<file path="config.mk">
export PLATFORM = sky130hd
export DESIGN_NAME = vbr_toc_header_seek_flat
export DESIGN_NICKNAME = d
export VERILOG_FILES = /design/src/hw/rtl/vbr_pkg.sv /design/src/hw/rtl/vbr_if.sv /design/src/hw/rtl/vbr_ram.sv /design/src/hw/rtl/vbr_ctrl.sv /design/src/hw/rtl/vbr_dp.sv /design/src/hw/rtl/vbr_toc_header_seek.sv /design/src/flat_wrapper.sv
export SDC_FILE = /design/constraint.sdc
export NUM_CORES = 2
export LEC_CHECK = 0
export BUFFER_PORTS_ARGS = -buffer_cell sky130_fd_sc_hd__buf_4
export CORE_ASPECT_RATIO = 1.1
export CORE_MARGIN = 3
export CORE_UTILIZATION = 46
export CTS_CLUSTER_SIZE = 10
export DETAILED_ROUTE_END_ITERATION = 12
export PLACE_DENSITY = 0.74
export SLEW_MARGIN = 20
export SYNTH_ARGS = -nofsm -noshare
export SYNTH_HDL_FRONTEND = slang
export SYNTH_HIERARCHICAL = 1
export SYNTH_SLANG_ARGS = --single-unit
</file>
<file path="constraint.sdc">
create_clock -name clk -period 14.35 [get_ports clk]
set_input_delay 0.7175 -clock clk [delete_from_list [all_inputs] [get_ports clk]]
set_output_delay 0.7175 -clock clk [all_outputs]
set_load 0.01 [all_outputs]
</file>
<file path="src/hw/rtl/vbr_pkg.sv">
`timescale 1ns / 1ps

package vbr_pkg;

  localparam int TOC_ENTRIES = 100;
  localparam int TOC_AW = 7;
  localparam logic [TOC_AW-1:0] TOC_LAST = 7'd99;
  localparam logic [TOC_AW-1:0] TOC_COUNT = 7'd100;
  localparam logic [14:0] PCT_MAX = 15'd25599;

  // The two accepted four-byte header identifiers.
  localparam logic [7:0] ID_A [4] = '{8'h58, 8'h69, 8'h6E, 8'h67};
  localparam logic [7:0] ID_B [4] = '{8'h49, 8'h6E, 8'h66, 8'h6F};

  typedef enum logic [1:0] {
    KIND_DONE   = 2'd0,
    KIND_REJECT = 2'd1,
    KIND_SEEK   = 2'd2,
    KIND_NOTOC  = 2'd3
  } kind_t;

  typedef struct packed {
    logic              restart;
    logic              shift_en;
    logic              shift_clr;
    logic              load_flags;
    logic              load_frames;
    logic              load_bytes;
    logic              load_qual;
    logic              toc_wr;
    logic [TOC_AW-1:0] toc_idx;
    logic [1:0]        id_idx;
    logic              seek_start;
    logic              fx_en;
    logic              res_load;
    logic              res_seek;
    kind_t             res_kind;
  } cmd_t;

  typedef struct packed {
    logic [1:0] id_eq;
    logic [3:0] flag_bits;
    logic [3:0] flags;
    logic       res_busy;
  } status_t;

endpackage

</file>
<file path="src/hw/rtl/vbr_if.sv">
`timescale 1ns / 1ps

interface vbr_in_if;
  logic        valid;
  logic        ready;
  logic        op;
  logic [7:0]  data_byte;
  logic        first_byte;
  logic [14:0] percent;

  modport source (output valid, output op, output data_byte, output first_byte,
                  output percent, input ready);
  modport sink (input valid, input op, input data_byte, input first_byte,
                input percent, output ready);
endinterface

interface vbr_out_if;
  logic        valid;
  logic        ready;
  logic [1:0]  kind;
  logic [31:0] position;
  logic [31:0] frame_count;
  logic [31:0] byte_count;
  logic [31:0] quality;
  logic [3:0]  present_flags;

  modport source (output valid, output kind, output position, output frame_count,
                  output byte_count, output quality, output present_flags,
                  input ready);
  modport sink (input valid, input kind, input position, input frame_count,
                input byte_count, input quality, input present_flags,
                output ready);
endinterface

</file>
<file path="src/hw/rtl/vbr_ram.sv">
`timescale 1ns / 1ps

module vbr_ram #(
  parameter int WIDTH = 8,
  parameter int DEPTH = 100
) (
  input  logic                     clk,
  input  logic                     we,
  input  logic [$clog2(DEPTH)-1:0] waddr,
  input  logic [WIDTH-1:0]         wdata,
  input  logic [$clog2(DEPTH)-1:0] raddr_a,
  input  logic [$clog2(DEPTH)-1:0] raddr_b,
  output logic [WIDTH-1:0]         rdata_a,
  output logic [WIDTH-1:0]         rdata_b
);

  logic [WIDTH-1:0] mem [DEPTH];

  always_ff @(posedge clk) begin
    if (we) begin
      mem[waddr] <= wdata;
    end
    rdata_a <= mem[raddr_a];
    rdata_b <= mem[raddr_b];
  end

endmodule

</file>
<file path="src/hw/rtl/vbr_ctrl.sv">
`timescale 1ns / 1ps

module vbr_ctrl (
  input  logic             clk,
  input  logic             rst,
  input  logic             in_valid,
  input  logic             op,
  input  logic             first_byte,
  output logic             in_ready,
  input  vbr_pkg::status_t status,
  output vbr_pkg::cmd_t    cmd
);

  typedef enum logic [2:0] {
    ST_IDLE = 3'b001,
    ST_FX   = 3'b010,
    ST_MUL  = 3'b100
  } state_t;

  typedef enum logic [7:0] {
    PH_ID     = 8'b0000_0001,
    PH_FLAGS  = 8'b0000_0010,
    PH_FRAMES = 8'b0000_0100,
    PH_BYTES  = 8'b0000_1000,
    PH_TOC    = 8'b0001_0000,
    PH_QUAL   = 8'b0010_0000,
    PH_DONE   = 8'b0100_0000,
    PH_REJ    = 8'b1000_0000
  } phase_t;

  state_t                    state, state_next;
  phase_t                    phase, phase_next;
  logic [vbr_pkg::TOC_AW-1:0] field_count, field_count_next;
  logic [1:0]                id_match, id_match_next;
  logic                      toc_valid, toc_valid_next;

  phase_t                    ph;
  phase_t                    ph_after;
  logic [vbr_pkg::TOC_AW-1:0] fc;
  logic [vbr_pkg::TOC_AW-1:0] fc_inc;
  logic [1:0]                im;
  logic                      accept;

  // First optional field flagged at or after the given field slot.
  function automatic phase_t next_present(input logic [1:0] start, input logic [3:0] flags);
    phase_t res;
    priority if (start == 2'd0 && flags[0]) res = PH_FRAMES;
    else if (start <= 2'd1 && flags[1]) res = PH_BYTES;
    else if (start <= 2'd2 && flags[2]) res = PH_TOC;
    else if (flags[3]) res = PH_QUAL;
    else res = PH_DONE;
    return res;
  endfunction

  assign in_ready = (state == ST_IDLE) && !status.res_busy;
  assign accept   = in_valid && in_ready;

  always_comb begin
    cmd              = '0;
    state_next       = state;
    phase_next       = phase;
    field_count_next = field_count;
    id_match_next    = id_match;
    toc_valid_next   = toc_valid;
    ph               = phase;
    fc               = field_count;
    im               = id_match;
    ph_after         = PH_DONE;
    if (accept && !op && first_byte) begin
      ph             = PH_ID;
      fc             = '0;
      im             = 2'b11;
      toc_valid_next = 1'b0;
      cmd.restart    = 1'b1;
    end
    fc_inc      = fc + 7'd1;
    cmd.id_idx  = fc[1:0];
    cmd.toc_idx = fc;

    unique case (state)
      ST_IDLE: begin
        if (accept) begin
          if (op) begin
            if (!toc_valid) begin
              cmd.res_load = 1'b1;
              cmd.res_kind = vbr_pkg::KIND_NOTOC;
            end else begin
              cmd.seek_start = 1'b1;
              state_next     = ST_FX;
            end
          end else begin
            phase_next       = ph;
            field_count_next = fc;
            id_match_next    = im;
            unique case (ph)
              PH_ID: begin
                id_match_next    = im & status.id_eq;
                field_count_next = fc_inc;
                if (id_match_next == 2'b00) begin
                  phase_next   = PH_REJ;
                  cmd.res_load = 1'b1;
                  cmd.res_kind = vbr_pkg::KIND_REJECT;
                end else if (fc_inc == 7'd4) begin
                  phase_next       = PH_FLAGS;
                  field_count_next = '0;
                end
              end
              PH_FLAGS, PH_FRAMES, PH_BYTES, PH_QUAL: begin
                cmd.shift_en     = 1'b1;
                field_count_next = fc_inc;
                if (fc_inc == 7'd4) begin
                  field_count_next = '0;
                  cmd.shift_clr    = 1'b1;
                  priority if (ph == PH_FLAGS) begin
                    cmd.load_flags = 1'b1;
                    ph_after       = next_present(2'd0, status.flag_bits);
                  end else if (ph == PH_FRAMES) begin
                    cmd.load_frames = 1'b1;
                    ph_after        = next_present(2'd1, status.flags);
                  end else if (ph == PH_BYTES) begin
                    cmd.load_bytes = 1'b1;
                    ph_after       = next_present(2'd2, status.flags);
                  end else begin
                    cmd.load_qual = 1'b1;
                    ph_after      = PH_DONE;
                  end
                  phase_next = ph_after;
                  if (ph_after == PH_DONE) begin
                    cmd.res_load = 1'b1;
                    cmd.res_kind = vbr_pkg::KIND_DONE;
                  end
                end
              end
              PH_TOC: begin
                cmd.toc_wr       = 1'b1;
                field_count_next = fc_inc;
                if (fc_inc == vbr_pkg::TOC_COUNT) begin
                  toc_valid_next   = 1'b1;
                  field_count_next = '0;
                  if (status.flags[3]) begin
                    phase_next = PH_QUAL;
                  end else begin
                    phase_next   = PH_DONE;
                    cmd.res_load = 1'b1;
                    cmd.res_kind = vbr_pkg::KIND_DONE;
                  end
                end
              end
              PH_DONE, PH_REJ: begin
              end
              default: begin
                phase_next = PH_REJ;
              end
            endcase
          end
        end
      end
      ST_FX: begin
        cmd.fx_en  = 1'b1;
        state_next = ST_MUL;
      end
      ST_MUL: begin
        cmd.res_load = 1'b1;
        cmd.res_seek = 1'b1;
        cmd.res_kind = vbr_pkg::KIND_SEEK;
        state_next   = ST_IDLE;
      end
      default: begin
        state_next = ST_IDLE;
      end
    endcase
  end

  always_ff @(posedge clk) begin
    if (rst) begin
      state       <= ST_IDLE;
      phase       <= PH_ID;
      field_count <= '0;
      id_match    <= 2'b11;
      toc_valid   <= 1'b0;
    end else begin
      state       <= state_next;
      phase       <= phase_next;
      field_count <= field_count_next;
      id_match    <= id_match_next;
      toc_valid   <= toc_valid_next;
    end
  end

endmodule

</file>
<file path="src/hw/rtl/vbr_dp.sv">
`timescale 1ns / 1ps

module vbr_dp (
  input  logic             clk,
  input  logic             rst,
  input  logic [7:0]       data_byte,
  input  logic [14:0]      percent,
  input  vbr_pkg::cmd_t    cmd,
  output vbr_pkg::status_t status,
  vbr_out_if.source        result
);

  logic [31:0] shift_word, shift_word_next;
  logic [31:0] shifted;
  logic [3:0]  flags_kept, flags_next;
  logic [31:0] frames_kept, frames_next;
  logic [31:0] bytes_kept, bytes_next;
  logic [31:0] quality_kept, quality_next;

  logic [14:0]                pct_sat;
  logic [vbr_pkg::TOC_AW-1:0] seek_a;
  logic [vbr_pkg::TOC_AW-1:0] seek_b;
  logic [7:0]                 toc_cur;
  logic [7:0]                 toc_nxt;
  logic [7:0]                 frac;
  logic                       last;
  logic [8:0]                 nxt9;
  logic [8:0]                 wgt;
  logic [16:0]                part_cur;
  logic [16:0]                part_nxt;
  logic [16:0]                fx_sum;
  logic [15:0]                fx;
  logic [47:0]                prod;

  logic                 res_valid;
  vbr_pkg::kind_t       res_kind;
  logic [31:0]          res_position;
  logic [31:0]          res_frames;
  logic [31:0]          res_bytes;
  logic [31:0]          res_quality;
  logic [3:0]           res_flags;
  logic                 out_valid;
  vbr_pkg::kind_t       out_kind;
  logic [31:0]          out_position;
  logic [31:0]          out_frames;
  logic [31:0]          out_bytes;
  logic [31:0]          out_quality;
  logic [3:0]           out_flags;
  logic                 out_take;

  // Header field assembly, big-endian.
  always_comb begin
    shifted         = {(cmd.restart ? 24'd0 : shift_word[23:0]), data_byte};
    shift_word_next = shift_word;
    if (cmd.restart) begin
      shift_word_next = '0;
    end
    if (cmd.shift_clr) begin
      shift_word_next = '0;
    end else if (cmd.shift_en) begin
      shift_word_next = shifted;
    end
    flags_next   = cmd.restart ? 4'd0 : (cmd.load_flags ? shifted[3:0] : flags_kept);
    frames_next  = cmd.restart ? 32'd0 : (cmd.load_frames ? shifted : frames_kept);
    bytes_next   = cmd.restart ? 32'd0 : (cmd.load_bytes ? shifted : bytes_kept);
    quality_next = cmd.restart ? 32'd0 : (cmd.load_qual ? shifted : quality_kept);
  end

  assign status.id_eq     = {data_byte == vbr_pkg::ID_B[cmd.id_idx],
                             data_byte == vbr_pkg::ID_A[cmd.id_idx]};
  assign status.flag_bits = data_byte[3:0];
  assign status.flags     = flags_kept;
  assign status.res_busy  = res_valid;

  // Seek: the table entry and its successor are read together; past the
  // last entry the successor is the constant 256.
  assign pct_sat = (percent > vbr_pkg::PCT_MAX) ? vbr_pkg::PCT_MAX : percent;
  assign seek_a  = pct_sat[14:8];
  assign seek_b  = (seek_a == vbr_pkg::TOC_LAST) ? seek_a : seek_a + 7'd1;

  vbr_ram #(
    .WIDTH (8),
    .DEPTH (vbr_pkg::TOC_ENTRIES)
  ) u_toc (
    .clk     (clk),
    .we      (cmd.toc_wr),
    .waddr   (cmd.toc_idx),
    .wdata   (data_byte),
    .raddr_a (seek_a),
    .raddr_b (seek_b),
    .rdata_a (toc_cur),
    .rdata_b (toc_nxt)
  );

  assign nxt9     = last ? 9'd256 : {1'b0, toc_nxt};
  assign wgt      = 9'd256 - {1'b0, frac};
  assign part_cur = 17'(toc_cur) * 17'(wgt);
  assign part_nxt = 17'(nxt9) * 17'(frac);
  assign fx_sum   = part_cur + part_nxt;
  assign prod     = 48'(fx) * 48'(bytes_kept);

  assign out_take = !out_valid || result.ready;

  always_ff @(posedge clk) begin
    if (cmd.seek_start) begin
      frac <= pct_sat[7:0];
      last <= (seek_a == vbr_pkg::TOC_LAST);
    end
    if (cmd.fx_en) begin
      fx <= fx_sum[15:0];
    end
    if (cmd.res_load) begin
      res_kind     <= cmd.res_kind;
      res_position <= cmd.res_seek ? prod[47:16] : 32'd0;
      res_frames   <= frames_next;
      res_bytes    <= bytes_next;
      res_quality  <= quality_next;
      res_flags    <= flags_next;
    end
    if (res_valid && out_take) begin
      out_kind     <= res_kind;
      out_position <= res_position;
      out_frames   <= res_frames;
      out_bytes    <= res_bytes;
      out_quality  <= res_quality;
      out_flags    <= res_flags;
    end
  end

  always_ff @(posedge clk) begin
    if (rst) begin
      shift_word   <= '0;
      flags_kept   <= '0;
      frames_kept  <= '0;
      bytes_kept   <= '0;
      quality_kept <= '0;
      res_valid    <= 1'b0;
      out_valid    <= 1'b0;
    end else begin
      shift_word   <= shift_word_next;
      flags_kept   <= flags_next;
      frames_kept  <= frames_next;
      bytes_kept   <= bytes_next;
      quality_kept <= quality_next;
      if (cmd.res_load) begin
        res_valid <= 1'b1;
      end else if (out_take) begin
        res_valid <= 1'b0;
      end
      if (res_valid && out_take) begin
        out_valid <= 1'b1;
      end else if (result.ready) begin
        out_valid <= 1'b0;
      end
    end
  end

  assign result.valid         = out_valid;
  assign result.kind          = out_kind;
  assign result.position      = out_position;
  assign result.frame_count   = out_frames;
  assign result.byte_count    = out_bytes;
  assign result.quality       = out_quality;
  assign result.present_flags = out_flags;

endmodule

</file>
<file path="src/hw/rtl/vbr_toc_header_seek.sv">
`timescale 1ns / 1ps

// Channel   Direction  Transaction
// item      in         op, data_byte, first_byte, percent
// result    out        kind, position, frame_count, byte_count, quality, present_flags
//
// A header byte is handled in the cycle it is accepted; a seek query passes three
// steps (table read, interpolation register, 16 x 32 multiply), set by the registered
// table read and the two dependent multiplies; no new item is taken until it ends.
// Every result passes a one-entry staging register and then the output register,
// so a result-producing transaction holds off the next one until staging has emptied.
// Synchronous reset clears the parser to the identifier phase; the table
// contents are not cleared and are only read once all entries have been written.
// A stalled result stage stops input; the output register alone does not.
module vbr_toc_header_seek (
  input logic        clk,
  input logic        rst,
  vbr_in_if.sink     item,
  vbr_out_if.source  result
);

  vbr_pkg::cmd_t    cmd;
  vbr_pkg::status_t status;

  vbr_ctrl u_ctrl (
    .clk        (clk),
    .rst        (rst),
    .in_valid   (item.valid),
    .op         (item.op),
    .first_byte (item.first_byte),
    .in_ready   (item.ready),
    .status     (status),
    .cmd        (cmd)
  );

  vbr_dp u_dp (
    .clk       (clk),
    .rst       (rst),
    .data_byte (item.data_byte),
    .percent   (item.percent),
    .cmd       (cmd),
    .status    (status),
    .result    (result)
  );

endmodule

</file>
<file path="src/flat_wrapper.sv">
// flat-port wrapper written by rule: the top's interface ports become plain ports
module vbr_toc_header_seek_flat 
  (clk, rst, item_valid, item_op, item_data_byte, item_first_byte, item_percent, item_ready, result_valid, result_kind, result_position, result_frame_count, result_byte_count, result_quality, result_present_flags, result_ready);
  vbr_in_if item_i ();
  vbr_out_if result_i ();
  input logic clk;
  input logic rst;
  input wire logic [$bits(item_i.valid)-1:0] item_valid;
  input wire logic [$bits(item_i.op)-1:0] item_op;
  input wire logic [$bits(item_i.data_byte)-1:0] item_data_byte;
  input wire logic [$bits(item_i.first_byte)-1:0] item_first_byte;
  input wire logic [$bits(item_i.percent)-1:0] item_percent;
  output wire logic [$bits(item_i.ready)-1:0] item_ready;
  output wire logic [$bits(result_i.valid)-1:0] result_valid;
  output wire logic [$bits(result_i.kind)-1:0] result_kind;
  output wire logic [$bits(result_i.position)-1:0] result_position;
  output wire logic [$bits(result_i.frame_count)-1:0] result_frame_count;
  output wire logic [$bits(result_i.byte_count)-1:0] result_byte_count;
  output wire logic [$bits(result_i.quality)-1:0] result_quality;
  output wire logic [$bits(result_i.present_flags)-1:0] result_present_flags;
  input wire logic [$bits(result_i.ready)-1:0] result_ready;
  assign item_i.valid = item_valid;
  assign item_i.op = item_op;
  assign item_i.data_byte = item_data_byte;
  assign item_i.first_byte = item_first_byte;
  assign item_i.percent = item_percent;
  assign item_ready = item_i.ready;
  assign result_valid = result_i.valid;
  assign result_kind = result_i.kind;
  assign result_position = result_i.position;
  assign result_frame_count = result_i.frame_count;
  assign result_byte_count = result_i.byte_count;
  assign result_quality = result_i.quality;
  assign result_present_flags = result_i.present_flags;
  assign result_i.ready = result_ready;
  vbr_toc_header_seek u_core (.clk(clk), .rst(rst), .item(item_i), .result(result_i));
endmodule
</file>
## After elaboration in Yosys (flattened, before gate mapping)

Memory sizes are Yosys's and may differ from the RTL's. A register that Yosys moved wholly into a read port is not among the register bits.
Cells that the tools add are included.

- Register bits after elaboration: 440
- RAM bits: 800
- Input bits: 29
- Output and inout port bits: 136
- Word-level logic and storage cells: 177
- Memories kept: 1

Memory list:

| name | depth | width | read ports | clocked after memory_dff | wr ports | line | RTL |
|---|---|---|---|---|---|---|---|
| u_core.u_dp.u_toc.mem | 100 | 8 | 2 | 2 | 1 | vbr_ram.sv:17 | `logic [WIDTH-1:0] mem [DEPTH];` |

- $add $sub $neg: 4
- Multipliers: 3
- $lt $le $gt $ge: 2
- Equality and inequality tests: 20
- Mux-type cells: 99
- Bitwise operators: 3
- Reductions and logical operators: 18

Operator list:

| cell | number |
|---|---|
| 32-bit 2-to-1 mux | 6 |
| 8-bit 2-to-1 mux | 22 |
| 24-bit 2-to-1 mux | 3 |
| 7-bit 2-to-1 mux | 10 |
| 16-bit by 32-bit multiplier with 48-bit output | 1 |
| 1-bit 2-to-1 mux | 34 |
| 8-bit binary-select mux with 2-bit select | 2 |
| 8-bit case mux with 4 select lines | 1 |
| 7-bit case mux with 3 select lines | 1 |
| 16-bit adder | 1 |
| 8-bit by 7-bit equality test with 1-bit output, second input constant | 2 |
| 8-bit equality test | 2 |
| 8-bit by 9-bit multiplier with 16-bit output | 1 |
| 9-bit by 8-bit multiplier with 16-bit output | 1 |
| 15-bit greater-than comparator, second input constant | 1 |
| 15-bit 2-to-1 mux | 1 |
| 7-bit by 1-bit adder with 7-bit output, second input constant | 2 |
| 7-bit equality test, second input constant | 2 |
| 2-bit 2-to-1 mux | 6 |
| 3-bit 2-to-1 mux | 4 |
| 9-bit 2-to-1 mux | 1 |
| 9-bit by 8-bit subtractor with 9-bit output, first input constant | 1 |
| 8-bit by 1-bit equality test with 1-bit output, second input constant | 1 |
| 8-bit by 2-bit equality test with 1-bit output, second input constant | 1 |
| other kinds (29) | 42 |

## Logic depth before layout (Yosys ltp)

- Word-level depth: 23
- Mapped depth: 24

## Cells and area by module

The synthesis kept the hierarchy.

By module, submodules not included:

| module | times used | cells an instance | area an instance (um^2) |
|---|---|---|---|
| vbr_ram | 1 | 1,807 | 37,658.6 |
| vbr_dp | 1 | 3,245 | 34,634.5 |
| vbr_ctrl | 1 | 218 | 1,705.4 |

## Worst setup path before layout

OpenSTA, ideal clock, no wires.

- Kind: input -> register
- Start: input port item_op
- End: register u_core.u_dp.res_bytes[0], enable pin
- Setup time: 709 ps
- Data arrival time: 9,745 ps
- Required time: 13,641 ps
- Path slack: 3,896 ps
- Cell stages on the path: 10
- Buffers on the path: 1
- Cells stage by stage: and3b_4 nand2_2 clkbuf_1 and2_1 ha_1 and4_1 nand2_1 nor4_1 o21ai_1 a31oi_1

RTL lines:

| element | line | RTL |
|---|---|---|
| start: declaration | flat_wrapper.sv:9 | `input wire logic [$bits(item_i.op)-1:0] item_op;` |
| end signal: assignment | vbr_dp.sv:116 | `res_bytes <= bytes_next;` |
| end: declaration | vbr_dp.sv:39 | `logic [31:0] res_bytes;` |

## Worst setup path in the final report

- Start: register u_core.u_dp.frac[0]
- End: register u_core.u_dp.fx[14] (data pin)

- Word-level cells in the longest chain between the ends: 3
- Elaborated cells between the ends (all ways): 4
- Classes of those cells: 2 x add/sub; 2 x mul

Ends and longest elaborated chain:

| element | line | RTL |
|---|---|---|
| start: declaration | vbr_dp.sv:25 | `logic [7:0] frac;` |
| start signal: assignment | vbr_dp.sv:106 | `frac <= pct_sat[7:0];` |
| 9-bit by 8-bit subtractor with 9-bit output | vbr_dp.sv:96 | `assign wgt = 9'd256 - {1'b0, frac};` |
| 8-bit by 9-bit multiplier with 16-bit output | vbr_dp.sv:97 | `assign part_cur = 17'(toc_cur) * 17'(wgt);` |
| 16-bit adder (*) | vbr_dp.sv:99 | `assign fx_sum = part_cur + part_nxt;` |
| net u_core.u_dp.fx_sum[14] | vbr_dp.sv:31 | `logic [16:0] fx_sum;` |
| end signal: assignment | vbr_dp.sv:110 | `fx <= fx_sum[15:0];` |
| end: declaration | vbr_dp.sv:32 | `logic [15:0] fx;` |

Mark *: on every way through the listed nets, which the timed path passes. The rest lies on a longest branch.
A chain may end at the register's enable or synchronous reset.

==> key figures <==
Yosys
  • Most used DFF post-synth: edfxtp_1
  • Register area share after synthesis: 48.8%
  • Synthesized cell area: 74000 um2
  • Number of synthesized register bits: 1256
  • Async set or reset register ratio after synthesis: 0%
  • Ys Warns: 6
  • Syn Area/Cell: 14.0 um2
  • Number of synthesized flops with an enable pin: 1093
  • Mapped Cells: 5270
  • Synthesized Nets: 6007
  • Yosys cell types: 92

Drt
  • Drc violations: 0
  • Drt total wl: 194000 um
  • DR WL/cell: 25.8 um
  • Via count: 45500
  • Drt initial violations: 4770
  • Via density: 6.04
  • Routed Antenna Nets: 0
  • TritonRoute pass-1 iters: 5

Setup path
  • Most used cell, CP: fa_1
  • Buf/Inv on CP: 5
  • Worst path max stage delay: 0.78 ns
  • RR Startpoint: u_core/u_dp/frac[0]
  • Critical path arrival: 7.66 ns
  • FF-to-FF path depth: 23
  • Max FO, Critical Path: 19
  • Req. time, crit path: 14.84 ns
  • CP startpoint: u_core/u_dp/frac[0]
  • Critical path class: flop to flop
  • WP depth: 23
  • Worst path cell trace: inv_1 > ha_1 > nand2_1 > xor2_1 > nand2_1 > fa_1 > fa_1 > inv_1 > fa_1 > fa_1 > inv_1 > fa_1 > fa_1 > inv_1 > ha_1 > inv_1 > o21bai_1 > a21oi_1 > nor2b_1 > o2111ai_1 > nand3_1 > o41ai_1 > xnor2_1
  • Crit. End Element: flop
  • Worst Setup Start Kind: flop
  • Family with the most delay on the worst path: adder cells
  • Slowest CP cell: xor2_1

Finish
  • Area growth syn-to-layout: 10.3%
  • Final core occ: 51.4%
  • Area occupied by multi-input gates: 34400 um2
  • Nets: 6093
  • FF+latch area: 36100 um2
  • Fillers: 13000
  • Proportion of layout cells with a drive suffix above 1: 17.4%

Placed design
  • Placer congestion estimate: 0.919
  • Dpl hpwl: 130000 um
  • Number of port buffers: 164

Run status
  • Status: complete, no violations

GRT
  • Initial antenna violation count: 8
  • Vias in the first global route: 47000
  • Grt total ovfl: 0
  • GRT Util Overall: 23.7%
  • Largest net degree at the start of global routing: 142
  • Global-route wire length before repair: 295000 um

STA
  • Setup Skew: 0.0566 ns
  • Slew headroom: 16.6%
  • Post-layout min period: 7.17 ns
  • Period utilization: 50.0%
  • Unrepaired setup endpoints after global routing: no
  • Max frequency: 0.139 GHz
  • Final setup violation count: 0
  • Setup TNS Final: 0 ns
  • Final hold vios: 0
  • Worst slew pin tran: 1.25 ns
  • Max-slew violation count: 0

Hold path
  • Min-delay src: item_op
  • Hold Crit Depth: 3
  • Hold Path Class: input port to flop

Power and ir drop
  • Worst-case vdd ir drop: 0.000125 V
  • PD cells: 110 nW/um2
  • Leak pwr: 30.0 nW

Clock network
  • # H-tree levels: 4
  • Cell at the root of the clock tree: clkbuf_16
  • Post-cts resize count: 0
  • Worst-skew pair later-pin latency: 0.79 ns
  • Hold-fix buffers, CTS: 0
  • CTS tree: built
  • Reg clk slew, reported paths: 0.05 ns
  • Clock tree sinks: 1256
  • Post-CTS Setup Inserts: 0
  • Max clock buf depth: 3
  • CTS Buf Count: 147

Floorplan
  • Initial Utilization: 46.6%
  • Ports: 165
  • Die height: 427 um
  • Row Count: 153
  • Die X: 388 um
  • Area of the core: 159000 um2
  • Die Area: 166000 um2

Run
  • Max_cap viols: 0
[metal layers]
layer	part of all wire, %	track usage, %
met2	48	38.3
met3	10	5.17
met4	5.0	11.0
met1	37	30.6
met5	0.014	0
[path summary, 6_finish.rpt]
path / endpoint / slack [ns]
max: u_core/u_dp/fx[14] / 7.18
max reg2reg: u_core/u_dp/fx[14] / 7.18
min reg2reg: u_core/u_dp/result.position[17] / 0.38
min: u_core/u_ctrl/state[1] / 0.33
[worst register-to-register path: stages (launching register included)]
cell and delay, ns:
edfxtp_1 0.71, inv_1 0.14, ha_1 0.27, nand2_1 0.08
xor2_1 0.78, nand2_1 0.19, fa_1 0.53, fa_1 0.54
inv_1 0.05, fa_1 0.48, fa_1 0.54, inv_1 0.05
fa_1 0.44, fa_1 0.48, inv_1 0.04, ha_1 0.32
inv_1 0.07, o21bai_1 0.06, a21oi_1 0.22, nor2b_1 0.10
o2111ai_1 0.17, nand3_1 0.13, o41ai_1 0.37, xnor2_1 0.12
[sequential cells by signal, indices dropped and copies added (netlist names), 7 cells and up]
name and cells:
u_core/u_ctrl/phase 8, u_core/u_ctrl/field_count 7, u_core/u_dp/frames_kept 32, u_core/u_dp/result.position 32, u_core/u_dp/u_toc/rdata_b 8, u_core/u_dp/shift_word 24, u_core/u_dp/res_bytes 32, u_core/u_dp/result.byte_count 32
u_core/u_dp/result.frame_count 32, u_core/u_dp/bytes_kept 32, u_core/u_dp/u_toc/mem 800, u_core/u_dp/fx 16, u_core/u_dp/res_frames 32, u_core/u_dp/u_toc/rdata_a 8, u_core/u_dp/res_quality 32, u_core/u_dp/result.quality 32
u_core/u_dp/res_position 32, u_core/u_dp/frac 8, u_core/u_dp/quality_kept 32
[cells by family (layout without fill, tap and decap cells)]
kind of cell	count (synthesis)	count (layout)	synth area share, %
flip-flops	1256	1256	48.8
buffers and inverters	893	1065	4.85
adder cells (fa/ha/maj)	708	708	17.3
AND/OR/NAND/NOR	1425	1425	9.36
AO/OA/AOI/OAI	318	318	3.09
multiplexers	612	612	16.0
XOR/XNOR	58	58	0.686
other	0	1	0
[power by group]
part	switching, mW	internal [mW]	total, mW
Clock	1.47	1.96	3.42
Sequential	0.0440	4.09	4.13
Combinational	0.803	0.628	1.43
Total	2.31	6.67	8.98
[layout make-up]
cell class	instances	share of cell area, %
flip-flops and latches	1256	44.2
repair buffers	249	2.34
well taps	2092	3.21
diodes	1	0.00307
inverters	581	2.68
clock buffers	209	4.83
multi-input cells	3121	42.2
clock inverters	26	0.533
[layout by cell type, fill, tap and decap left out, drive strengths merged, types with 17 or more instances in the layout]
cell,n
inv,580
nor3,139
ha,184
edfxtp,1093
nor3b,21
buf,249
o21ai,38
mux2i,155
mux4,454
clkbuf,209
xnor2,37
fa,524
nand3,45
a211oi,24
o22ai,23
a21oi,61
a31oi,17
clkinv,24
xor2,21
nor2,308
dfxtp,163
nor2b,48
and2,301
nand2,456
a22oi,48
a21o,24
nand2b,21
[cell usage after synthesis, types with 6 or more instances]
master	count	area [um2]
a211oi_1	21	158
a21o_1	24	180
a21oi_1	59	295
a221oi_1	6	52.6
a22o_1	8	70.1
a22oi_1	48	360
a31oi_1	17	106
and2_1	300	1880
and3_1	9	56.3
buf_1	32	120
buf_2	56	280
buf_4	25	188
buf_6	6	67.6
clkbuf_1	191	717
dfxtp_1	163	3260
edfxtp_1	1093	32800
fa_1	524	10500
ha_1	184	2300
inv_1	577	2170
mux2i_1	155	1550
mux4_2	454	10200
nand2_1	455	1710
nand2b_1	21	131
nand3_1	45	225
nand3b_1	7	52.6
nand4_1	15	93.8
nor2_1	307	1150
nor2b_1	48	300
nor3_1	138	691
nor3b_1	21	158
nor4_1	12	75.1
o211ai_1	6	45.0
o21a_1	10	75.1
o21ai_0	29	145
o21ai_1	8	40.0
o22ai_1	23	144
or2_2	12	75.1
xnor2_1	37	324
xor2_1	21	184
[through the flow]
step	power [mW]	hold slack (ns)	area, um2	setup slack, ns	std cells
4_1_cts	9.06	0.269	81600	7.23	7534
6_report	8.98	0.326	81600	7.18	7535
2_1_floorplan	5.24	0.400	74000	3.90	5270
3_5_place_dp	5.63	0.405	77200	7.23	7299
3_3_place_gp	5.60	0.401	77200	7.32	7299
5_1_grt	9.36	0.317	81600	6.69	7535
(Power assumes the default switching activity.)
